$ cat src/rtl/tsp_pkg.sv
// shared constants for the torus sequence point block
`timescale 1ns / 1ps
package tsp_pkg;

    localparam int FRAC_BITS_DEF  = 32;
    localparam int GUARD_BITS_DEF = 48;
    localparam int PRIME_BITS_DEF = 21;

    localparam int INDEX_W = 32;
    localparam int SUM_W   = INDEX_W + 1;
    localparam int COORD_W = 32;
    localparam int LIMB_W  = 32;

endpackage

$ cat src/rtl/tsp_mul.sv
// two-stage product of index and root fraction, top bits picked as coordinate
`timescale 1ns / 1ps
module tsp_mul #(
    parameter int GUARD_BITS = tsp_pkg::GUARD_BITS_DEF,
    parameter int FRAC_BITS  = tsp_pkg::FRAC_BITS_DEF
) (
    input  logic                        clk,
    input  logic                        rst_n,
    input  logic                        en,
    input  logic                        in_valid,
    input  logic [tsp_pkg::SUM_W-1:0]   in_n,
    input  logic [GUARD_BITS-1:0]       in_frac,
    output logic                        out_valid,
    output logic [tsp_pkg::COORD_W-1:0] out_coord
);
    import tsp_pkg::*;

    localparam int HW   = GUARD_BITS - LIMB_W;
    localparam int PW0  = SUM_W + LIMB_W;
    localparam int CW   = (FRAC_BITS < COORD_W) ? FRAC_BITS : COORD_W;
    localparam int EXTW = GUARD_BITS + FRAC_BITS;

    logic                  v1_reg;
    logic                  v2_reg;
    logic [GUARD_BITS-1:0] pp0_reg;
    logic [HW-1:0]         pp1_reg;
    logic [COORD_W-1:0]    coord_reg;

    logic [PW0-1:0]        prod0;
    logic [2*HW-1:0]       prod1;
    logic [GUARD_BITS-1:0] sum_frac;
    logic [EXTW-1:0]       ext;

    always_comb
    begin
        prod0    = {{LIMB_W{1'b0}}, in_n} * {{SUM_W{1'b0}}, in_frac[LIMB_W-1:0]};
        prod1    = {{HW{1'b0}}, in_n[HW-1:0]} * {{HW{1'b0}}, in_frac[GUARD_BITS-1:LIMB_W]};
        sum_frac = pp0_reg + {pp1_reg, {LIMB_W{1'b0}}};
        ext      = {sum_frac, {FRAC_BITS{1'b0}}};
    end

    always_ff @(posedge clk or negedge rst_n)
    begin
        if (!rst_n)
        begin
            v1_reg <= 1'b0;
            v2_reg <= 1'b0;
        end
        else if (en)
        begin
            v1_reg <= in_valid;
            v2_reg <= v1_reg;
        end
    end

    always_ff @(posedge clk)
    begin
        if (en)
        begin
            pp0_reg   <= prod0[GUARD_BITS-1:0];
            pp1_reg   <= prod1[HW-1:0];
            coord_reg <= COORD_W'(ext[GUARD_BITS +: CW]);
        end
    end

    assign out_valid = v2_reg;
    assign out_coord = coord_reg;

endmodule

$ cat config.mk
export PLATFORM = sky130hd
export DESIGN_NAME = tsp_mul
export DESIGN_NICKNAME = d
export VERILOG_FILES = /design/src/rtl/tsp_pkg.sv /design/src/rtl/tsp_mul.sv
export SDC_FILE = /design/constraint.sdc
export NUM_CORES = 2
export LEC_CHECK = 0
export ABC_AREA = 1
export BUFFER_PORTS_ARGS = -buffer_cell sky130_fd_sc_hd__buf_4
export CAP_MARGIN = 20
export CORE_AREA = 3 3 310 312
export CTS_CLUSTER_SIZE = 14
export DETAILED_ROUTE_END_ITERATION = 10
export DIE_AREA = 0 0 313 315
export GPL_TIMING_DRIVEN = 1
export PLACE_DENSITY = 0.65
export REMOVE_ABC_BUFFERS = 1
export SYNTH_ARGS = -nofsm -noshare
export SYNTH_HDL_FRONTEND = slang
export SYNTH_SLANG_ARGS = --single-unit
$ cat constraint.sdc
create_clock -name clk -period 2.3 [get_ports clk]
set_input_delay 0.46 -clock clk [delete_from_list [all_inputs] [get_ports clk]]
set_output_delay 0.46 -clock clk [all_outputs]
set_load 0.05 [all_outputs]
==> metrics.txt <==
# TYPE chip_impl_metric gauge
chip_impl_metric{name="cts-buffers-inserted",unit=""} 9
chip_impl_metric{name="grt_util_met1",unit=""} 0.289
chip_impl_info{name="synth_ff_type",value="sky130_fd_sc_hd__edfxtp_1"} 1
chip_impl_metric{name="cts.reportedPaths.clkPinSlew",unit="ns"} 0.06
chip_impl_metric{name="timing.reg2reg.worst_path_depth",unit=""} 10
chip_impl_metric{name="drt_drc_violations_left",unit=""} 0
chip_impl_metric{name="nets",unit=""} 6418
chip_impl_metric{name="worstPathRequired",unit="ns"} 2.48
chip_impl_metric{name="timing.fmax",unit="MHz"} 151
chip_impl_metric{name="antennaDiodeCount",unit=""} 0
chip_impl_metric{name="start_util",unit=""} 0.399
chip_impl_metric{name="insertion_delay",unit="ns"} 0.34
chip_impl_metric{name="critPathBufInv",unit=""} 13
chip_impl_metric{name="placement.cell_area",unit="mm2"} 0.0426
chip_impl_metric{name="asyncSetResetFlopFracSynth",unit=""} 0.0244
chip_impl_metric{name="worst_slack",unit="ns"} -4.31
chip_impl_info{name="worstSetupPathType",value="in -> reg"} 1
chip_impl_info{name="worstReg2RegStart",value="pp0_reg[32]$_DFFE_PP_"} 1
chip_impl_metric{name="fin_skew",unit="ns"} 0.00991
chip_impl_metric{name="ctsHtreeMaxLevel",unit=""} 3
chip_impl_metric{name="route.antenna.remaining_nets",unit=""} 0
chip_impl_metric{name="boundaryPins",unit=""} 118
chip_impl_info{name="setup.worst_path.end",value="pp0_reg[37]$_DFFE_PP_"} 1
chip_impl_metric{name="global_routing_met3_resource_utilization",unit=""} 0.0413
chip_impl_metric{name="synth_simple_gate_area_frac",unit=""} 0.161
chip_impl_metric{name="final_cell_area",unit="mm2"} 0.0474
chip_impl_metric{name="timing.critical_path.arrival",unit="ns"} 6.79
chip_impl_metric{name="fillerInstances",unit=""} 8506
chip_impl_metric{name="die_height",unit="um"} 315
chip_impl_metric{name="synth-xor-area-share",unit=""} 0.0167
chip_impl_metric{name="chipWidth",unit="um"} 313
chip_impl_metric{name="report.final.hold_viol_count",unit=""} 0
chip_impl_info{name="crit_top_cell",value="sky130_fd_sc_hd__inv_2"} 1
chip_impl_metric{name="critical_path_cell_count",unit=""} 30
chip_impl_metric{name="grt_pass1_vias",unit=""} 33400
chip_impl_metric{name="layout-area-overhead-vs-synth",unit="%"} 27.3
chip_impl_metric{name="seq_area_frac_synth",unit=""} 0.0659
chip_impl_metric{name="total_of_max_cap_violations",unit=""} 0
chip_impl_metric{name="synth_compound_area_frac",unit=""} 0.0265
chip_impl_metric{name="synth-seq-cells",unit=""} 82
chip_impl_metric{name="crit_path_max_incr_delay",unit="ns"} 0.56
chip_impl_metric{name="vias_per_cell",unit=""} 4.76
chip_impl_metric{name="slew-limit-headroom",unit=""} 0.731
chip_impl_info{name="synth_top_cells_by_count",value="sky130_fd_sc_hd__inv_1 (1564), sky130_fd_sc_hd__nand2_1 (1334), sky130_fd_sc_hd__fa_1 (873)"} 1
chip_impl_metric{name="synthesis.yosys.warnings",unit=""} 0
chip_impl_metric{name="gr-total-overflow",unit=""} 0
chip_impl_metric{name="drt-initial-drc-count",unit=""} 2179
chip_impl_metric{name="post_synth_inst_count",unit=""} 4776
chip_impl_metric{name="post_synth.cell_area_avg",unit="um2"} 7.80
chip_impl_metric{name="number_of_antenna_violations_at_the_first_check_in_global_routing",unit=""} 0
chip_impl_metric{name="setup_viol",unit=""} 45
chip_impl_metric{name="gr-usage-all-layers",unit=""} 0.227
chip_impl_metric{name="first_pass_iters",unit=""} 8
chip_impl_metric{name="critical_path.max_fanout",unit=""} 5
chip_impl_metric{name="gpl.final_weighted_congestion",unit=""} 0.967
chip_impl_info{name="yosys-top-cells-area",value="sky130_fd_sc_hd__fa_1 (47%), sky130_fd_sc_hd__inv_1 (16%), sky130_fd_sc_hd__nand2_1 (13%)"} 1
chip_impl_metric{name="post_layout_minimum_cycle_time",unit="ns"} 6.61
chip_impl_metric{name="grt_use_met2",unit=""} 0.386
chip_impl_metric{name="core-area",unit="mm2"} 0.0933
chip_impl_metric{name="share_of_final_layout_standard_cells_stronger_than_drive_strength_1",unit=""} 0.225
chip_impl_metric{name="ff2ff_setup_slack",unit="ns"} 0.20
chip_impl_metric{name="synth-edff-count",unit=""} 80
chip_impl_info{name="worstSetupEndpointType",value="register"} 1
chip_impl_metric{name="placement.io_buffers",unit=""} 117
chip_impl_metric{name="fin_crit_sh",unit=""} 2.87
chip_impl_metric{name="ctsLongestPathBuffers",unit=""} 2
chip_impl_info{name="outcome",value="finished with violations"} 1
chip_impl_metric{name="largest_net_degree_at_the_start_of_global_routing",unit=""} 37
chip_impl_info{name="r2r-end",value="out_coord[28]$_DFFE_PP_"} 1
chip_impl_metric{name="row_count",unit=""} 112
chip_impl_metric{name="route.vias.total",unit=""} 30900
chip_impl_info{name="peak_usage_layer_in_the_global_routing_report",value="met2"} 1
chip_impl_info{name="synth.most_common_cell",value="sky130_fd_sc_hd__inv_1"} 1
chip_impl_info{name="beginning_of_the_critical_path",value="in_n[13]"} 1
chip_impl_metric{name="synth_area",unit="mm2"} 0.0372
chip_impl_info{name="worst_setup_start_kind",value="input port"} 1
chip_impl_metric{name="synthMuxAreaShare",unit=""} 0
chip_impl_metric{name="yosys.cell_types.count",unit=""} 39
chip_impl_metric{name="slew_viol_final",unit=""} 0
chip_impl_info{name="synth_largest_area_cell",value="sky130_fd_sc_hd__fa_1"} 1
chip_impl_metric{name="numClockSinks",unit=""} 82
chip_impl_info{name="synth_top_family_by_area",value="adder cells"} 1
chip_impl_metric{name="post_drt_wl_per_cell",unit="um"} 17.3
chip_impl_metric{name="tightest_slew",unit="ns"} 0.403
chip_impl_info{name="tritoncts",value="yes"} 1
chip_impl_metric{name="drt-total-wl",unit="um"} 112000
chip_impl_info{name="violations_in_the_final_reports",value="setup timing"} 1
chip_impl_metric{name="synth_adder_area_share",unit=""} 0.548
chip_impl_info{name="clk_root_buffer_cell",value="sky130_fd_sc_hd__clkbuf_16"} 1
chip_impl_info{name="timing.hold.worst.class",value="in -> reg"} 1
chip_impl_info{name="rsz0062_at_grt",value="true"} 1
chip_impl_info{name="cell_type_group_with_the_largest_total_delay_on_the_critical_path",value="adder cells"} 1
chip_impl_metric{name="grt_pass1_wl",unit="um"} 176000
chip_impl_metric{name="hpwlAfterDp",unit="um"} 91300
chip_impl_metric{name="fin_util",unit=""} 0.508
chip_impl_metric{name="placement.setup.worst_slack",unit="ns"} -4.82
chip_impl_info{name="worst_path_max_delay_cell",value="sky130_fd_sc_hd__fa_2"} 1
chip_impl_metric{name="post-synth-top-area-fraction",unit=""} 0.469
chip_impl_metric{name="die-area",unit="mm2"} 0.0986
## stage by stage
step / setup TNS, ns / hold slack (ns) / cells
3_3_place_gp: -182.39 / 0.242 / 6384
2_1_floorplan: -141.50 / 0.164 / 4546
3_5_place_dp: -184.04 / 0.243 / 6384
4_1_cts: -151.28 / 0.320 / 6444
5_1_grt: -163.50 / 0.347 / 6485
6_report: -156.76 / 0.327 / 6485
## repair_timing
action                                  4_1_cts  5_1_grt
cloned                                        7        3
buffers inserted                             43       46
hold buffers                                  1        0
endpoints found under the hold margin         2        0
pin swaps                                   223      185
resized for setup                           659      268
endpoints found under the setup margin       45       47
## placed cells by master (no fill, tap or decap), drive strengths merged, types with 4 or more instances in the layout
cell / netlist / layout
a21boi: 4 / 4
a21o: 11 / 11
a21oi: 90 / 90
a31oi: 8 / 8
buf: 69 / 664
clkbuf: 161 / 12
clkinv: 0 / 4
edfxtp: 80 / 80
fa: 873 / 873
ha: 234 / 234
inv: 1564 / 1566
nand2: 1337 / 1337
nand3: 62 / 62
nand3b: 10 / 10
nand4: 10 / 10
nor2: 103 / 103
nor3: 13 / 13
nor4: 4 / 4
o21ai: 46 / 46
o21bai: 10 / 10
xnor2: 21 / 21
xor2: 50 / 50
## worst min path at each step
stage | start | endpoint | slack (ns) | cells after the start
after floorplan | rst_n | out_valid$_DFFE_PN0P_ | 0.16 | 0
after global placement | rst_n | v1_reg$_DFFE_PN0P_ | 0.24 | 1
after detailed placement | rst_n | out_valid$_DFFE_PN0P_ | 0.24 | 1
after CTS | in_valid | v1_reg$_DFFE_PN0P_ | 0.32 | 3
after global routing | in_valid | v1_reg$_DFFE_PN0P_ | 0.35 | 3
final | in_valid | v1_reg$_DFFE_PN0P_ | 0.33 | 3
## layout make-up
type	count	area (um2)	area share
multi-input combinational	2900	30500	0.643
timing repair buffer	669	6750	0.142
inverter	1564	5880	0.124
sequential	82	2450	0.0518
tap	1254	1570	0.0331
clock buffer	9	225	0.00475
clock inverter	7	67.6	0.00143
## worst reg2reg max path: cells and delay by family, from the launching register on
family / cells / cell delay, ns
adder cells (fa/ha/maj): 2 / 0.57
AO/OA/AOI/OAI: 4 / 0.52
flip-flops: 1 / 0.34
AND/OR/NAND/NOR: 2 / 0.29
XOR/XNOR: 1 / 0.08
buffers and inverters: 1 / 0.06
## metal layers
metal,share of wire,routed length [um]
met1,0.40,44600
met2,0.48,53900
met3,0.074,8270
met4,0.046,5200
met5,0,0
## logic make-up after synthesis
family                   count (synthesis)
XOR/XNOR                                71
AND/OR/NAND/NOR                       1545
AO/OA/AOI/OAI                          177
adder cells (fa/ha/maj)               1107
flip-flops                              82
buffers and inverters                 1794
Power is left out: the tool's default activity adds up to more than one toggle a clock period on the data nets, which glitch-free logic cannot reach.
