[src/rtl/tsp_pkg.sv]
// shared constants for the torus sequence point block
`timescale 1ns / 1ps
package tsp_pkg;

    localparam int FRAC_BITS_DEF  = 32;
    localparam int GUARD_BITS_DEF = 48;
    localparam int PRIME_BITS_DEF = 21;

    localparam int INDEX_W = 32;
    localparam int SUM_W   = INDEX_W + 1;
    localparam int COORD_W = 32;
    localparam int LIMB_W  = 32;

endpackage

[src/rtl/tsp_if.sv]


interface tsp_out_if ();
    import tsp_pkg::*;

    logic               valid;
    logic               ready;
    logic [COORD_W-1:0] coordinate;

    modport source (output valid, output coordinate, input ready);
    modport sink (input valid, input coordinate, output ready);
endinterface

[src/rtl/tsp_out_buf.sv]
// two-entry output buffer that decouples the pipeline from the sink
`timescale 1ns / 1ps
module tsp_out_buf (
    input  logic                        clk,
    input  logic                        rst_n,
    input  logic                        push,
    input  logic [tsp_pkg::COORD_W-1:0] push_data,
    output logic                        full,
    tsp_out_if.source                   point
);
    import tsp_pkg::*;

    logic [1:0]         count_reg;
    logic [1:0]         count_next;
    logic               wr_ptr_reg;
    logic               rd_ptr_reg;
    logic [COORD_W-1:0] entry_reg [2];
    logic               pop;

    assign pop              = point.valid && point.ready;
    assign full             = (count_reg == 2'd2);
    assign point.valid      = (count_reg != 2'd0);
    assign point.coordinate = entry_reg[rd_ptr_reg];

    always_comb
    begin
        count_next = count_reg;
        if (push && !pop)
        begin
            count_next = count_reg + 2'd1;
        end
        else if (pop && !push)
        begin
            count_next = count_reg - 2'd1;
        end
    end

    always_ff @(posedge clk or negedge rst_n)
    begin
        if (!rst_n)
        begin
            count_reg  <= 2'd0;
            wr_ptr_reg <= 1'b0;
            rd_ptr_reg <= 1'b0;
        end
        else
        begin
            count_reg <= count_next;
            if (push)
            begin
                wr_ptr_reg <= !wr_ptr_reg;
            end
            if (pop)
            begin
                rd_ptr_reg <= !rd_ptr_reg;
            end
        end
    end

    always_ff @(posedge clk)
    begin
        if (push)
        begin
            entry_reg[wr_ptr_reg] <= push_data;
        end
    end

endmodule

[src/flat_wrapper.sv]
// flat-port wrapper written by rule: the top's interface ports become plain ports
module tsp_out_buf_flat import tsp_pkg::*;
  (clk, rst_n, push, push_data, full, point_valid, point_coordinate, point_ready);
  tsp_out_if point_i ();
  input  logic clk;
  input  logic rst_n;
  input  logic push;
  input  logic [tsp_pkg::COORD_W-1:0] push_data;
  output logic full;
  output wire logic [$bits(point_i.valid)-1:0] point_valid;
  output wire logic [$bits(point_i.coordinate)-1:0] point_coordinate;
  input wire logic [$bits(point_i.ready)-1:0] point_ready;
  assign point_valid = point_i.valid;
  assign point_coordinate = point_i.coordinate;
  assign point_i.ready = point_ready;
  tsp_out_buf u_core (.clk(clk), .rst_n(rst_n), .push(push), .push_data(push_data), .full(full), .point(point_i));
endmodule
[config.mk]
export PLATFORM = sky130hd
export DESIGN_NAME = tsp_out_buf_flat
export DESIGN_NICKNAME = d
export VERILOG_FILES = /design/src/rtl/tsp_pkg.sv /design/src/rtl/tsp_if.sv /design/src/rtl/tsp_out_buf.sv /design/src/flat_wrapper.sv
export SDC_FILE = /design/constraint.sdc
export NUM_CORES = 1
export LEC_CHECK = 0
export ABC_AREA = 1
export BUFFER_PORTS_ARGS = -buffer_cell sky130_fd_sc_hd__buf_2
export CORE_UTILIZATION = 52
export DETAILED_ROUTE_END_ITERATION = 6
export PLACE_DENSITY = 0.89
export SYNTH_ARGS = -nofsm -noshare
export SYNTH_HDL_FRONTEND = slang
export SYNTH_SLANG_ARGS = --single-unit
[constraint.sdc]
create_clock -name clk -period 2.5 [get_ports clk]
set_input_delay 0.25 -clock clk [delete_from_list [all_inputs] [get_ports clk]]
set_output_delay 0.25 -clock clk [all_outputs]
set_load 0.01 [all_outputs]
==> results by group, run 1 <==
Status
  • Outcome: finished, final reports clean

Hold path
  • Worst Hold Class: input pin to flip-flop

Clock tree
  • CTS tree: yes
  • CTS Buffer Depth: 2
  • Clk Latency, worst-skew pair: around 330 ps
  • Clock slew at reported path FFs: about 70 ps
  • Setup Buffers After CTS: 0
  • Cts repair resizes: 0
  • # clock sinks: 68
  • Root Driver: clkbuf_8
  • CTS Buf Count: 9
  • CTS H-tree depth: 3

Routing
  • First drt pass iteration count: 4
  • Antenna-violating nets left: 0
  • DRC viols: 0
  • Final WL: approximately 4.7 mm
  • Iteration-0 DRC Markers: a little over 100
  • Via count: between 1500 and 2000
  • Via-to-Cell Ratio: 4.74
  • Drt wl/cell: around 14 um

Final layout
  • Layout cell share with drive strength beyond 1: between 30 and 40%
  • Commonest cells after routing, fill and taps aside: nand2_1 (90), buf_2 (69), edfxtp_1 (64)
  • Filler cells: between 300 and 400
  • N_diodes: 0
  • Max FFs per register: 64
  • Area grow syn2layout: 22.8%
  • Nets: between 300 and 400
  • Most common cell after layout, fill and taps aside: nand2_1

STA
  • Worst Tran Pin Value: ~800 ps
  • Final Skew: ~6 ps
  • Hold Fails Final Rpt: 0
  • Period utilization: 82.9%
  • Relative slew slack: between 40% and 50%
  • Final setup violation count: 0
  • Fmax achieved: between 0.4 and 0.5 GHz
  • RSZ-0062 raised after global routing: false
  • Final min period: 2070 ps
  • TNS Setup: 0 ps
  • Max Slew Vio Count: 0

Critical path
  • Startpoint Class: flip-flop
  • CP endpoint kind: primary output
  • Crit path arrival time: approximately 1800 ps
  • Data required, critical path: approximately 2300 ps
  • WS Path Type: flip-flop to primary output
  • Crit-path max FO: 21

Logic synthesis
  • Syn_nets: approximately 230
  • Post-synth cell types: 16
  • Post-synthesis async set-or-reset flop share: roughly 5.9%
  • Area contributors post-synth: edfxtp_1 (73%), nand2_1 (13%), dfrtp_1 (3.8%)
  • Number of flops mapped to enable cells by yosys: 64
  • Top cell type's share of synthesized area: approximately 73%
  • Syn Inst Count: 195
  • Most used DFF post-synth: edfxtp_1
  • Yosys reg bits: approximately 70
  • Leading area contributor after synthesis: edfxtp_1
  • Yosys Warn Count: 0
  • Syn Std Cell Area: 0.00264 mm2
  • Avg Cell Area, Syn: approximately 14 um2
  • Post-synthesis sequential area ratio: 76.7%

Die
  • Core area: 0.00479 mm2
  • Die W: approximately 73 um
  • Rows: 25
  • Die area: roughly 0.0054 mm2
  • Die height: ~73 um
  • Top Ports: 70
  • Initial Utilization: 55.1%

Place
  • GP Congestion: 0.708
  • IO Port Bufs: just under 70
  • DP HPWL: ~3.1 mm

Pwr
  • Power Total: 3740 uW
  • VDD IR max: roughly 0.00075 V
  • Power density cells: ~1200 mW/mm2
  • Lkg Pwr: 0.00143 uW

Global routing
  • Total GRT Usage: 19.6%
  • First-pass GRT wire length: 7.28 mm
  • Largest net degree at the start of global routing: 34
  • Antenna violations before repair: 0
  • Number of global-route vias before repair: around 1600
  • Grt ovf: 0

Job
  • Max-Cap Viols: 0
[critical path, cell delays in order, from the launching register on]
cell and delay [ps]:
dfrtp_1 870, buf_4 330, nand2_1 70, nand2_1 80, buf_2 130
[routing by layer]
layer	global-route usage (%)	share of wire, %	up-vias	wire length (um)
met4	12.4	2.9	0	137
met5	0	0	-	0
met3	6.22	5.9	14	280
li1	-	-	803	-
met2	34.2	53	65	2500
met1	20.4	38	750	1790
[per-stage QoR]
stage / util, % / hold slack, ps / std cells / cell area (um2) / setup WS (ps)
final: 67.6 / 102 / 344 / 3240 / 427
after global routing: 67.6 / 88.9 / 344 / 3240 / 273
after CTS: 67.6 / 83.5 / 344 / 3240 / 368
after detailed placement: 63.0 / 59.8 / 327 / 3010 / 740
after global placement: 63.0 / 56.0 / 327 / 3010 / 795
after floorplan: - / -45.6 / 195 / 2640 / 313
[repair_timing]
action                                  4_1_cts  5_1_grt
endpoints found under the hold margin         4        0
endpoints found under the setup margin        0        0
hold buffers                                  1        0
[cell usage after synthesis (2+ instances only)]
library cell / instances
clkbuf_8: 3
inv_1: 5
nand3_1: 2
nand2_2: 15
nand2_1: 90
dfrtp_1: 4
buf_6: 3
nor2_1: 2
edfxtp_1: 64
[kinds of logic after synthesis]
logic type | after synthesis | share of synthesized area [%]
and+or+nand+nor | 110 | 17.3
DFF | 68 | 76.7
buffers and inverters | 14 | 4.89
xor gates and xnor gates | 2 | 0.665
adders and majority gates | 1 | 0.475
[power breakdown]
| group | internal, uW | switching (uW) | total (uW) |
|---|---|---|---|
| logic | 413 | 716 | 1130 |
| registers | 1520 | 137 | 1650 |
| clock network | 558 | 400 | 957 |
[worst paths after layout]
path	start	endpoint	slack, ps	cells past startpoint
min in group asynchronous	rst_n	u_core.count_reg[1]	260	2
min reg2reg	u_core.count_reg[1]	u_core.count_reg[1]	500	2
max reg2reg	u_core.wr_ptr_reg	u_core.entry_reg[0][18]	1010	2
max	u_core.rd_ptr_reg	point_coordinate[9]	430	4
min	push_data[4]	u_core.entry_reg[1][4]	100	1
max in group asynchronous	rst_n	u_core.rd_ptr_reg	2130	2
[area by class of cell]
| cell class | count | area [um2] | share of cell area [%] |
|---|---|---|---|
| Timing Repair Buffer | 73 | 390 | 12.1 |
| Inverter | 7 | 33.8 | 1.04 |
| Sequential cell | 68 | 2020 | 62.5 |
| Multi-Input combinational cell | 113 | 493 | 15.2 |
| Clock buffer | 9 | 124 | 3.83 |
| Clock inverter | 7 | 90.1 | 2.78 |
| Tap cell | 67 | 83.8 | 2.59 |
Power figures use the tool's default switching activity.
==> run 2: changes to the inputs <==
--- a/config.mk
+++ b/config.mk
@@ -7,9 +7,9 @@
 export LEC_CHECK = 0
 export ABC_AREA = 1
 export BUFFER_PORTS_ARGS = -buffer_cell sky130_fd_sc_hd__buf_2
-export CORE_UTILIZATION = 52
+export CORE_UTILIZATION = 47
 export DETAILED_ROUTE_END_ITERATION = 6
-export PLACE_DENSITY = 0.89
+export PLACE_DENSITY = 0.85
 export SYNTH_ARGS = -nofsm -noshare
 export SYNTH_HDL_FRONTEND = slang
 export SYNTH_SLANG_ARGS = --single-unit
==> constraint.sdc (replaced) <==
create_clock -name clk -period 1.83 [get_ports clk]
set_input_delay 0.183 -clock clk [delete_from_list [all_inputs] [get_ports clk]]
set_output_delay 0.183 -clock clk [all_outputs]
set_load 0.01 [all_outputs]
==> run 2 against run 1 <==
Sequential cell count unchanged. Worst hold slack got worse by 77 ps. Cell count increased by 1.5%. Register-to-register slack got worse by 530 ps. Global-route usage decreased by 3.0 points. First-iteration DRC count increased by 13%. Critical endpoint is now point_coordinate[5]. Largest cell class unchanged. Largest power group unchanged.
==> results by group, run 2 (synthesis gave the netlist of run 1 again) <==
STA
  • Worst Hold Slack: around 26 ps
  • Relative slew slack: between 70% and 80%
  • Period utilization: 92.9%
  • Final Skew: 4.14 ps
  • Worst Tran Pin Value: between 400 and 500 ps
  • Final setup violation count: 0
  • RSZ-0062 raised after global routing: false
  • Hold Fails Final Rpt: 0
  • Final min period: 1700 ps
  • TNS Setup: 0 ps
  • Fmax achieved: between 0.5 and 0.6 GHz
  • Max Slew Vio Count: 0

Die
  • Die area: approximately 0.006 mm2
  • Die height: 76.9 um
  • Core area: 0.00524 mm2
  • Initial Utilization: roughly half
  • Rows: 26
  • Die W: 76.9 um
  • Top Ports: 70

Pwr
  • Power density cells: roughly 1700 mW/mm2
  • Lkg Pwr: between 0.001 and 0.0015 uW
  • VDD IR max: around 0.0011 V
  • Combinational share of power: about 29%
  • Clock share of power: between 30% and 40%
  • Register share of total power: 40.0%
  • Switch Pwr: approximately 1700 uW
  • Switching fraction of total power: 30.6%
  • Internal power: ~3800 uW

Global routing
  • Total GRT Usage: 16.6%
  • Largest net degree at the start of global routing: 34
  • Antenna violations before repair: 0
  • First-pass GRT wire length: 7.02 mm
  • Grt ovf: 0
  • Number of global-route vias before repair: roughly 1600

Final layout
  • Commonest cells after routing, fill and taps aside: nand2_1 (90), buf_2 (69), edfxtp_1 (64)
  • Nets: 311
  • Area grow syn2layout: 26.2%
  • Layout cell share with drive strength beyond 1: between 30% and 40%
  • Final Instance Count excl. Fillers: about 350
  • Max FFs per register: 64
  • Most common cell after layout, fill and taps aside: nand2_1
  • N_diodes: 0

Place
  • Placed Instances: approximately 330
  • IO Port Bufs: 69
  • DP HPWL: around 3.0 mm
  • GP Congestion: ~0.7

Clock tree
  • CTS tree: yes
  • # clock sinks: roughly 70
  • Root Driver: clkbuf_8
  • Clock slew at reported path FFs: approximately 70 ps
  • Clk Latency, worst-skew pair: ~340 ps
  • CTS H-tree depth: 3
  • Cts repair resizes: 0
  • Hold_buf cts: 1
  • Setup Buffers After CTS: 0
  • CTS Buf Count: 9
  • CTS Buffer Depth: 2

Routing
  • Final WL: roughly 4.4 mm
  • Iteration-0 DRC Markers: approximately 120
  • Antenna-violating nets left: 0
  • Drt wl/cell: around 13 um
  • First drt pass iteration count: 4
  • Via count: 1645
  • Via-to-Cell Ratio: approximately 4.7
  • DRC viols: 0

Critical path
  • Startpoint Class: flip-flop
  • CP endpoint kind: primary output
  • Crit-path max FO: 20
  • Critical R2R Launch: u_core.wr_ptr_reg
  • Reg2reg end: u_core.entry_reg[0][24]
  • Crit path arrival time: between 1500 and 2000 ps
  • Slack of the worst reg-to-reg path: around 480 ps
  • Data required, critical path: approximately 1700 ps
  • WS Path Type: flip-flop to primary output
  • R2R depth: 2

Hold path
  • HP Start: push_data[17]
  • Hold Path End: u_core.entry_reg[0][17]
  • Hold Crit Depth: 1
  • Worst Hold Class: input pin to flip-flop

Job
  • Max-Cap Viols: 0

Status
  • Outcome: finished, final reports clean
-- run 2: changes by cell type in the layout (fill, tap and decap cells not counted), sizes merged --
| cell | delta |
|---|---|
| buf | +2 |
| bufinv | +3 |
| clkinv | -2 |
| inv | -1 |
-- run 2: power by group through the flow --
stage	logic, uW	registers (uW)	clock network [uW]
finish	1590	2210	1720
global route	1780	2240	1810
CTS	1630	2210	1740
detailed placement	1620	2240	0
global placement	1590	2230	0
floorplan	1170	2190	0
-- run 2: critical path, cell delays in order, from the launching register on --
cell and delay, ps:
dfrtp_1 560, buf_4 310, nand2_1 90, nand2_1 90, buf_2 130
-- run 2: metal layers --
metal  share of wire (%)  global-route usage, %
met5                   0                      0
met3                 8.5                   6.43
met1                  39                   17.5
met4                 1.9                   9.81
met2                  51                   27.9
-- run 2: layout make-up --
cell class	instances	area (um2)
sequential	68	2020
fill	393	1910
multi-input combinational	113	493
timing repair buffer	75	405
clock inverter	7	163
clock buffer	9	124
tap	70	87.6
inverter	7	33.8
-- run 2: stage by stage --
stage / total power, uW / setup WS, ps / cell area, um2 / util [%]
finish: 5520 / 129 / 3330 / 63.5
global route: 5830 / 6.75 / 3330 / 63.5
CTS: 5580 / 95.9 / 3330 / 63.5
detailed placement: 3860 / 483 / 3030 / 57.9
global placement: 3820 / 496 / 3030 / 57.9
floorplan: 3360 / 166 / 2640 / -
-- run 2: worst max path at each step --
stage / from / to / slack [ps] / cells after the start
6_report: u_core.rd_ptr_reg / point_coordinate[5] / 130 / 4
5_1_grt: u_core.rd_ptr_reg / point_coordinate[10] / 7 / 4
4_1_cts: u_core.rd_ptr_reg / point_coordinate[5] / 100 / 4
3_5_place_dp: u_core.wr_ptr_reg / u_core.entry_reg[0][17] / 480 / 2
3_3_place_gp: u_core.wr_ptr_reg / u_core.entry_reg[0][17] / 500 / 2
2_1_floorplan: u_core.wr_ptr_reg / u_core.entry_reg[0][0] / 170 / 1
