<file path="config.mk">
export PLATFORM = sky130hd
export DESIGN_NAME = tsp_root_cell
export DESIGN_NICKNAME = d
export VERILOG_FILES = /design/src/rtl/tsp_pkg.sv /design/src/rtl/tsp_root_cell.sv
export SDC_FILE = /design/constraint.sdc
export NUM_CORES = 1
export LEC_CHECK = 0
export BUFFER_PORTS_ARGS = -buffer_cell sky130_fd_sc_hd__clkbuf_2
export CAP_MARGIN = 20
export CORE_MARGIN = 10
export CORE_UTILIZATION = 35
export DETAILED_ROUTE_END_ITERATION = 8
export PLACE_DENSITY_LB_ADDON = 0.15
export SYNTH_ARGS = -nofsm -noshare
export SYNTH_HDL_FRONTEND = slang
export SYNTH_SLANG_ARGS = --single-unit
</file>
<file path="constraint.sdc">
create_clock -name clk -period 0.8 [get_ports clk]
set_clock_uncertainty 0.05 [all_clocks]
set_input_delay 0.04 -clock clk [delete_from_list [all_inputs] [get_ports clk]]
set_output_delay 0.04 -clock clk [all_outputs]
set_load 0.02 [all_outputs]
</file>
<file path="src/rtl/tsp_pkg.sv">
// shared constants for the torus sequence point block
`timescale 1ns / 1ps
package tsp_pkg;

    localparam int FRAC_BITS_DEF  = 32;
    localparam int GUARD_BITS_DEF = 48;
    localparam int PRIME_BITS_DEF = 21;

    localparam int INDEX_W = 32;
    localparam int SUM_W   = INDEX_W + 1;
    localparam int COORD_W = 32;
    localparam int LIMB_W  = 32;

endpackage

</file>
<file path="src/rtl/tsp_root_cell.sv">
// one digit step of the restoring square root, with index carried alongside
`timescale 1ns / 1ps
module tsp_root_cell #(
    parameter int RW = 59,
    parameter int P2 = 22
) (
    input  logic                     clk,
    input  logic                     rst_n,
    input  logic                     en,
    input  logic                     in_valid,
    input  logic [tsp_pkg::SUM_W-1:0] in_n,
    input  logic [P2-1:0]            in_rad,
    input  logic [RW:0]              in_rem,
    input  logic [RW-1:0]            in_root,
    output logic                     out_valid,
    output logic [tsp_pkg::SUM_W-1:0] out_n,
    output logic [P2-1:0]            out_rad,
    output logic [RW:0]              out_rem,
    output logic [RW-1:0]            out_root
);
    import tsp_pkg::*;

    logic              valid_reg;
    logic [SUM_W-1:0]  n_reg;
    logic [P2-1:0]     rad_reg;
    logic [RW:0]       rem_reg;
    logic [RW-1:0]     root_reg;

    logic [RW+2:0]     rem4;
    logic [RW+2:0]     trial;
    logic [RW+2:0]     diff;
    logic              ge;
    logic [RW:0]       rem_next;
    logic [RW-1:0]     root_next;
    logic [P2-1:0]     rad_next;

    always_comb
    begin
        rem4      = {in_rem, in_rad[P2-1 -: 2]};
        trial     = {1'b0, in_root, 2'b01};
        ge        = (rem4 >= trial);
        diff      = rem4 - trial;
        rem_next  = ge ? diff[RW:0] : rem4[RW:0];
        root_next = {in_root[RW-2:0], ge};
        rad_next  = in_rad << 2;
    end

    always_ff @(posedge clk or negedge rst_n)
    begin
        if (!rst_n)
        begin
            valid_reg <= 1'b0;
        end
        else if (en)
        begin
            valid_reg <= in_valid;
        end
    end

    always_ff @(posedge clk)
    begin
        if (en)
        begin
            n_reg    <= in_n;
            rad_reg  <= rad_next;
            rem_reg  <= rem_next;
            root_reg <= root_next;
        end
    end

    assign out_valid = valid_reg;
    assign out_n     = n_reg;
    assign out_rad   = rad_reg;
    assign out_rem   = rem_reg;
    assign out_root  = root_reg;

endmodule

</file>
==> load_flow_metrics.sql, run 1 <==
INSERT INTO impl_metrics (metric_group, metric, value, unit) VALUES
('sta', 'slew_at_the_pin_with_the_worst_max_slew_slack', '0.698', 'ns'),
('cells_and_area', 'syn_to_final_growth', '93.5', '%'),
('floorplan', 'die_area', '35600', 'µm²'),
('cells_and_area', 'layout-drive-gt1-share', '49.9', '%'),
('grt', 'grt.overflow.total', '0', ''),
('route', 'average_vias_per_placed_instance', '4.87', ''),
('cells_and_area', 'n_antenna_cell', '0', ''),
('cells_and_area', 'num-nets-final', '2020', ''),
('floorplan', 'core_area', '27900', 'µm²'),
('floorplan', 'dieHeight', '189', 'µm'),
('cells_and_area', 'stdcell_area', '19300', 'µm²'),
('route', 'remaining_drc_errors', '0', ''),
('run_status', 'run_status', 'finished with violations', ''),
('clocking', 'cts_num_sinks', '173', ''),
('job', 'number_of_max_capacitance_violations_reported', '0', ''),
('sta', 'hold_violations', '4', ''),
('sta', 'hold_slack', '-0.0609', 'ns'),
('pwr', 'netSwitchingPower', '10.8', 'mW'),
('cells_and_area', 'mostFrequentLayoutCell', 'sky130_fd_sc_hd__buf_4', ''),
('yosys', 'synthArstFlopShare', '0.578', '%'),
('yosys', 'postSynthCellCount', '945', ''),
('grt', 'grt_start_max_net_pins', '27', ''),
('yosys', 'synth-edff-count', '172', ''),
('sta', 'finalMaxSlewViolations', '0', ''),
('yosys', 'synth_area_leaders', 'sky130_fd_sc_hd__edfxtp_1 (52%), sky130_fd_sc_hd__ha_1 (7.7%), sky130_fd_sc_hd__nand2_1 (4.3%)', ''),
('clocking', 'htree_num_levels', '4', ''),
('pwr', 'proportion_of_power_drawn_by_the_clock_network', '25.5', '%'),
('sta', 'max_freq', '422', 'MHz'),
('worst_setup_path', 'cp_max_fo', '6', ''),
('grt', 'first_global_vias', '10911', ''),
('route', 'drt_first_iter_violations', '611', ''),
('yosys', 'synth.largest_area_cell', 'sky130_fd_sc_hd__edfxtp_1', ''),
('clocking', 'cts-root-to-sink-buffers', '2', ''),
('yosys', 'synthesis.area', '9970', 'µm²'),
('cells_and_area', 'final_cell_mix', 'sky130_fd_sc_hd__buf_4 (305), sky130_fd_sc_hd__edfxtp_1 (172), sky130_fd_sc_hd__dlygate4sd3_1 (170)', ''),
('sta', 'final-setup-viol-count', '235', ''),
('place', 'numPortBuffers', '350', ''),
('route', 'wirelength', '40800', 'µm'),
('clocking', 'post_cts_clock_slew_at_the_launch_and_capture_registers_of_the_worst_setup_and_hold_paths', '0.07', 'ns'),
('worst_hold_path', 'hold_path_class', 'input port to register', ''),
('clocking', 'cts.root.buffer_cell', 'sky130_fd_sc_hd__clkbuf_16', ''),
('worst_setup_path', 'setup.worst_path.start_class', 'input port', ''),
('pwr', 'p_leak', '8.54', 'nW'),
('yosys', 'synthFlopType', 'sky130_fd_sc_hd__edfxtp_1', ''),
('worst_setup_path', 'worstSetupPathType', 'input port to register', ''),
('pwr', 'max-vdd-ir-drop', '1.13', 'mV'),
('worst_setup_path', 'timing.critical_path.cells', 'buf_8 > ha_4 > a211oi_4 > nand2_2 > o211ai_1 > a21boi_2 > a2111oi_4 > o31ai_4 > o21ai_4 > buf_12 > buf_12 > buf_8 > buf_6 > o21ai_2', ''),
('clocking', 'cts_hold_buffers', '170', ''),
('place', 'detailedPlace.worstSlack', '-2.28', 'ns'),
('sta', 'fin_ws', '-1.57', 'ns'),
('pwr', 'combinationalPowerShare', '39.0', '%'),
('yosys', 'postSynthRegisterBits', '173', ''),
('cells_and_area', 'fillers', '2086', ''),
('yosys', 'synth_top_area_share', '51.8', '%'),
('run_status', 'violations', 'hold timing, setup timing', ''),
('route', 'route.vias.total', '10577', ''),
('worst_setup_path', 'timing.critical_path.slowest_stage_cell', 'sky130_fd_sc_hd__a2111oi_4', ''),
('yosys', 'yosys_warning_total', '0', ''),
('worst_setup_path', 'setup.worst_path.end_class', 'register', ''),
('place', 'dp.final_hpwl', '29000', 'µm'),
('worst_setup_path', 'crit_path_max_incr_delay', '0.47', 'ns'),
('grt', 'grt_usage', '20.9', '%'),
('floorplan', 'die_width', '189', 'µm'),
('sta', 'fin_tns_setup', '-137.01', 'ns'),
('sta', 'max-slew-margin-rel', '53.2', '%'),
('sta', 'period_utilisation_layout', '296', '%'),
('pwr', 'netSwitchingFraction', '32.8', '%'),
('clocking', 'cts_tree', 'built', ''),
('floorplan', 'floorplan.io_pins', '353', ''),
('yosys', 'synth.yosys.seq_area_share', '52.0', '%'),
('route', 'wl_per_cell', '18.8', 'µm');
critical path, delay by kind of cell:
kind	cells	cell delay (ns)
AO/OA/AOI/OAI	7	1.49
AND/OR/NAND/NOR	1	0.09
adder cells (fa/ha/maj)	1	0.24
buffers and inverters	5	0.65
metal layers:
layer / vias up / GRT usage, % / part of all wire, %
li1: 5147 / - / -
met1: 5072 / 24.7 / 41
met2: 315 / 36.9 / 51
met3: 43 / 4.69 / 5.5
met4: 0 / 5.98 / 2.1
met5: - / 0 / 0
cells in the mapped netlist (all sizes together) (3+ instances only):
library cell / number
o21ai: 86
and2: 4
buf: 17
o21bai: 17
nand4: 15
inv: 73
and3: 11
a21oi: 79
nor2b: 5
nand3: 12
o41ai: 3
a211oi: 14
ha: 61
and4: 3
xor2: 21
o31ai: 10
a21o: 29
xnor2: 30
o211ai: 12
o21a: 7
nand2b: 11
nand2: 115
mux2: 8
a31oi: 4
clkbuf: 25
a21boi: 3
a211o: 3
nor4: 7
edfxtp: 172
nor3: 14
nor2: 44
power groups by stage:
stage / sequential, mW / combinational, mW / clock, mW
6_report: 11.7 / 12.8 / 8.36
4_1_cts: 11.5 / 10.9 / 8.50
3_5_place_dp: 11.7 / 9.31 / 0
2_1_floorplan: 13.0 / 3.52 / 0
5_1_grt: 11.8 / 13.7 / 8.81
3_3_place_gp: 11.7 / 9.26 / 0
repair_timing:
item,4_1_cts,5_1_grt
cloned,2,3
hold endpoints to repair,180,5
buffers inserted,14,25
endpoints found under the setup margin,235,235
gates resized for setup,138,577
pin swaps,38,58
metrics by stage:
step	instances	power (mW)	util, %
floorplan	946	16.5	-
global placement	1932	20.9	51.8
detailed placement	1932	21.0	51.8
CTS	2149	30.9	62.8
global route	2172	34.3	69.1
finish	2172	32.8	69.1
area by class of cell:
type / instances / area [µm²] / share of cell area, %
tap: 378 / 473 / 2.45
timing repair buffer: 858 / 7360 / 38.2
clock inverter: 15 / 151 / 0.785
multi-input combinational: 658 / 5400 / 28.0
sequential: 173 / 5190 / 26.9
inverter: 73 / 292 / 1.51
clock buffer: 17 / 425 / 2.21
cell families after synthesis:
kind of cell	count (synthesis)	synth area share, %
xor gates and xnor gates	51	4.48
DFF	173	52.0
AOI/OAI and AO/OA	284	18.1
adders and majority gates	61	7.65
and+or+nand+nor	250	11.6
buffers and inverters	115	4.94
muxes	10	1.10
other	1	0.0376
final timing paths:
check / start / endpoint / slack (ns) / depth (start not counted)
setup / recovery: in_rem[18] / out_rem[14] / -1.57 / 14
hold / removal: in_rem[11] / out_rem[13] / -0.06 / 2
setup reg to reg: out_valid / out_valid / -0.05 / 1
hold reg to reg: out_valid / out_valid / 0.50 / 1
max in group asynchronous: rst_n / out_valid / 0.18 / 3
min in group asynchronous: rst_n / out_valid / 0.40 / 3
sequential cells by signal, summed over array words and instances (netlist names):
name / flops
out_rad: 20
out_root: 59
out_rem: 60
out_valid: 1
out_n: 33
(Power assumes the default switching activity.)
==> run 2: changes to the inputs <==
- CORE_UTILIZATION: 35 -> 46
==> load_flow_metrics.sql, run 2 (synthesized netlist as in run 1, its figures left out) <==
INSERT INTO impl_metrics (metric_group, metric, value, unit) VALUES
('sta', 'max-slew-margin-rel', '66.9', '%'),
('grt', 'grt_antenna_before_repair', '2', ''),
('worst_setup_path', 'worstPathBufferInverterCount', '6', ''),
('cells_and_area', 'num-nets-final', '1992', ''),
('grt', 'grt.overflow.total', '0', ''),
('worst_hold_path', 'hold_path.startpoint', 'in_rem[7]', ''),
('floorplan', 'dieHeight', '167', 'µm'),
('worst_setup_path', 'worst_path_required', '0.97', 'ns'),
('route', 'antenna_left', '0', ''),
('place', 'gpl.final_weighted_congestion', '0.914', ''),
('route', 'wirelength', '49300', 'µm'),
('pwr', 'internal', '22.0', 'mW'),
('job', 'number_of_max_capacitance_violations_reported', '0', ''),
('floorplan', 'die_area', '28000', 'µm²'),
('floorplan', 'initial_utilization', '47.1', '%'),
('sta', 'finalMaxSlewViolations', '0', ''),
('sta', 'hold_slack', '-0.0798', 'ns'),
('worst_setup_path', 'timing.critical_path.arrival', '2.79', 'ns'),
('worst_setup_path', 'setup.worst_path.end_class', 'register', ''),
('route', 'wl_per_cell', '24.1', 'µm'),
('cells_and_area', 'fillers', '901', ''),
('worst_setup_path', 'family_of_cells_with_the_greatest_summed_delay_on_the_critical_path', 'compound AO/OA/AOI/OAI gates', ''),
('floorplan', 'core_area', '21200', 'µm²'),
('route', 'route.vias.total', '11796', ''),
('pwr', 'netSwitchingPower', '11.6', 'mW'),
('clocking', 'clock_insertion_delay_worst_skew', '0.45', 'ns'),
('cells_and_area', 'largest_reg_flops', '60', ''),
('clocking', 'htree_num_levels', '4', ''),
('place', 'dp.final_hpwl', '27900', 'µm'),
('place', 'numPortBuffers', '350', ''),
('clocking', 'cts_buffers', '17', ''),
('floorplan', 'core.rowCount', '53', ''),
('grt', 'grt_usage', '27.7', '%'),
('sta', 'fin_ws', '-1.83', 'ns'),
('worst_hold_path', 'hold_path_end', 'out_rem[9]', ''),
('sta', 'max_freq', '381', 'MHz'),
('worst_setup_path', 'reg2reg_to', 'out_valid', ''),
('worst_hold_path', 'hold-path-cell-count', '2', ''),
('cells_and_area', 'mostFrequentLayoutCell', 'sky130_fd_sc_hd__buf_4', ''),
('worst_setup_path', 'timing.critical_path.cells', 'clkbuf_2 > inv_2 > ha_4 > buf_4 > a211oi_2 > nand2_1 > o211ai_1 > a21boi_2 > a2111oi_4 > o31ai_2 > o21ai_4 > buf_6 > buf_4 > buf_16 > nand2_1 > o21ai_1', ''),
('pwr', 'netSwitchingFraction', '34.6', '%'),
('route', 'drt_first_iter_violations', '1478', ''),
('clocking', 'post_cts_clock_slew_at_the_launch_and_capture_registers_of_the_worst_setup_and_hold_paths', '0.08', 'ns'),
('worst_setup_path', 'ff2ff_setup_slack', '-0.09', 'ns'),
('grt', 'grt_first_pass_wirelength', '62300', 'µm'),
('worst_setup_path', 'crit_path_max_incr_delay', '0.28', 'ns'),
('sta', 'hold_violations', '13', ''),
('worst_setup_path', 'setup.worst_path.start_class', 'input port', ''),
('run_status', 'run_status', 'finished with violations', ''),
('pwr', 'max-vdd-ir-drop', '1.57', 'mV'),
('sta', 'final-setup-viol-count', '235', ''),
('sta', 'layout_min_cycle_time', '2.63', 'ns'),
('clocking', 'cts_num_sinks', '173', ''),
('worst_setup_path', 'worstReg2RegStart', 'out_valid', ''),
('pwr', 'proportion_of_power_drawn_by_the_clock_network', '25.5', '%'),
('pwr', 'sequentialPowerShare', '35.1', '%'),
('grt', 'first_global_vias', '11406', ''),
('route', 'remaining_drc_errors', '0', ''),
('sta', 'slew_at_the_pin_with_the_worst_max_slew_slack', '0.489', 'ns'),
('clocking', 'cts_hold_buffers', '164', ''),
('cells_and_area', 'multi_input_area', '5170', 'µm²'),
('route', 'average_vias_per_placed_instance', '5.77', ''),
('worst_setup_path', 'cp_max_fo', '6', ''),
('grt', 'grt_start_max_net_pins', '54', ''),
('cells_and_area', 'final_cell_mix', 'sky130_fd_sc_hd__buf_4 (293), sky130_fd_sc_hd__edfxtp_1 (172), sky130_fd_sc_hd__clkbuf_2 (171)', ''),
('pwr', 'cellPowerDensity', '1800', 'nW/µm²'),
('run_status', 'violations', 'hold timing, setup timing', ''),
('worst_setup_path', 'worstSetupPathType', 'input port to register', ''),
('cells_and_area', 'layout-drive-gt1-share', '48.4', '%'),
('cells_and_area', 'seq_area', '5190', 'µm²'),
('cells_and_area', 'syn_to_final_growth', '86.9', '%'),
('clocking', 'cts_tree', 'built', ''),
('sta', 'rsz_0062_raised_after_global_routing', 'true', ''),
('sta', 'period_utilisation_layout', '328', '%'),
('pwr', 'p_leak', '8.43', 'nW'),
('floorplan', 'floorplan.io_pins', '353', ''),
('floorplan', 'die_width', '167', 'µm'),
('route', 'detailedRoute.firstPassIterationCount', '6', ''),
('worst_hold_path', 'hold_path_class', 'input port to register', ''),
('worst_setup_path', 'reg2reg_depth', '1', ''),
('worst_setup_path', 'timing.critical_path.slowest_stage_cell', 'sky130_fd_sc_hd__o211ai_1', ''),
('pwr', 'combinationalPowerShare', '39.3', '%'),
('pwr', 'fin_total_pwr', '33.6', 'mW'),
('clocking', 'cts-root-to-sink-buffers', '2', ''),
('clocking', 'cts.root.buffer_cell', 'sky130_fd_sc_hd__clkbuf_16', '');
## run 2: cell count changes in the layout (fill, tap and decap cells not counted), moves of 7 or more
| cell | before | now |
|---|---|---|
| sky130_fd_sc_hd__buf_6 | 159 | 135 |
| sky130_fd_sc_hd__buf_4 | 305 | 293 |
| sky130_fd_sc_hd__ha_1 | 28 | 39 |
| sky130_fd_sc_hd__o21ai_2 | 17 | 28 |
| sky130_fd_sc_hd__inv_1 | 56 | 64 |
| sky130_fd_sc_hd__inv_2 | 14 | 6 |
| sky130_fd_sc_hd__o21ai_1 | 37 | 29 |
| sky130_fd_sc_hd__clkbuf_2 | 164 | 171 |
| sky130_fd_sc_hd__ha_4 | 28 | 21 |
## run 2: worst max path at each step
stage                startpoint          end  slack, ns  depth (start not counted)
finish              in_root[18]  out_rem[10]      -1.83                         16
global route        in_root[27]  out_rem[10]      -1.86                         16
CTS                  in_rem[41]  out_rem[50]      -1.59                         12
detailed placement   in_root[0]  out_rem[59]      -2.13                         14
global placement     in_root[0]  out_rem[59]      -2.10                         14
floorplan           in_root[37]  out_rem[12]      -1.76                         12
## run 2: per-stage QoR
step	worst slack [ns]	setup TNS (ns)	std cells	util (%)	cell area (µm²)
after global routing	-1.86	-158.74	2043	88.1	18600
after CTS	-1.59	-140.52	2037	82.6	17500
after detailed placement	-2.13	-129.93	1813	67.1	14200
after floorplan	-1.76	-97.85	946	-	10100
after global placement	-2.10	-125.94	1813	67.1	14200
final	-1.83	-152.95	2043	88.1	18600
## run 2: routing by layer
| layer | vias to the layer above | routed length [µm] | track usage, % |
|---|---|---|---|
| met5 | - | 0 | 0 |
| met4 | 0 | 2780 | 8.29 |
| met3 | 234 | 4610 | 6.46 |
| met2 | 938 | 24800 | 51.2 |
| met1 | 5516 | 17100 | 30.7 |
| li1 | 5108 | - | - |
## run 2: power by group through the flow
| stage | logic (mW) | clock network, mW | registers [mW] |
|---|---|---|---|
| 2_1_floorplan | 3.52 | 0 | 13.0 |
| 6_report | 13.2 | 8.58 | 11.8 |
| 5_1_grt | 13.8 | 8.90 | 11.9 |
| 4_1_cts | 11.1 | 8.46 | 11.5 |
| 3_5_place_dp | 9.23 | 0 | 11.7 |
| 3_3_place_gp | 9.11 | 0 | 11.7 |
## run 2: area by class of cell
class,instances,share of cell area (%)
diodes,2,0.0269
clock buffers,17,2.28
clock inverters,15,0.947
inverters,73,1.56
multi-input cells,658,27.7
flip-flops and latches,173,27.9
well taps,275,1.85
repair buffers,830,37.7
## run 2: repair_timing
item	in CTS	in global routing
hold endpoints to repair	177	9
buffers inserted	23	8
pin swaps	38	27
gates resized for setup	155	509
endpoints found under the setup margin	235	235
gates cloned	6	1
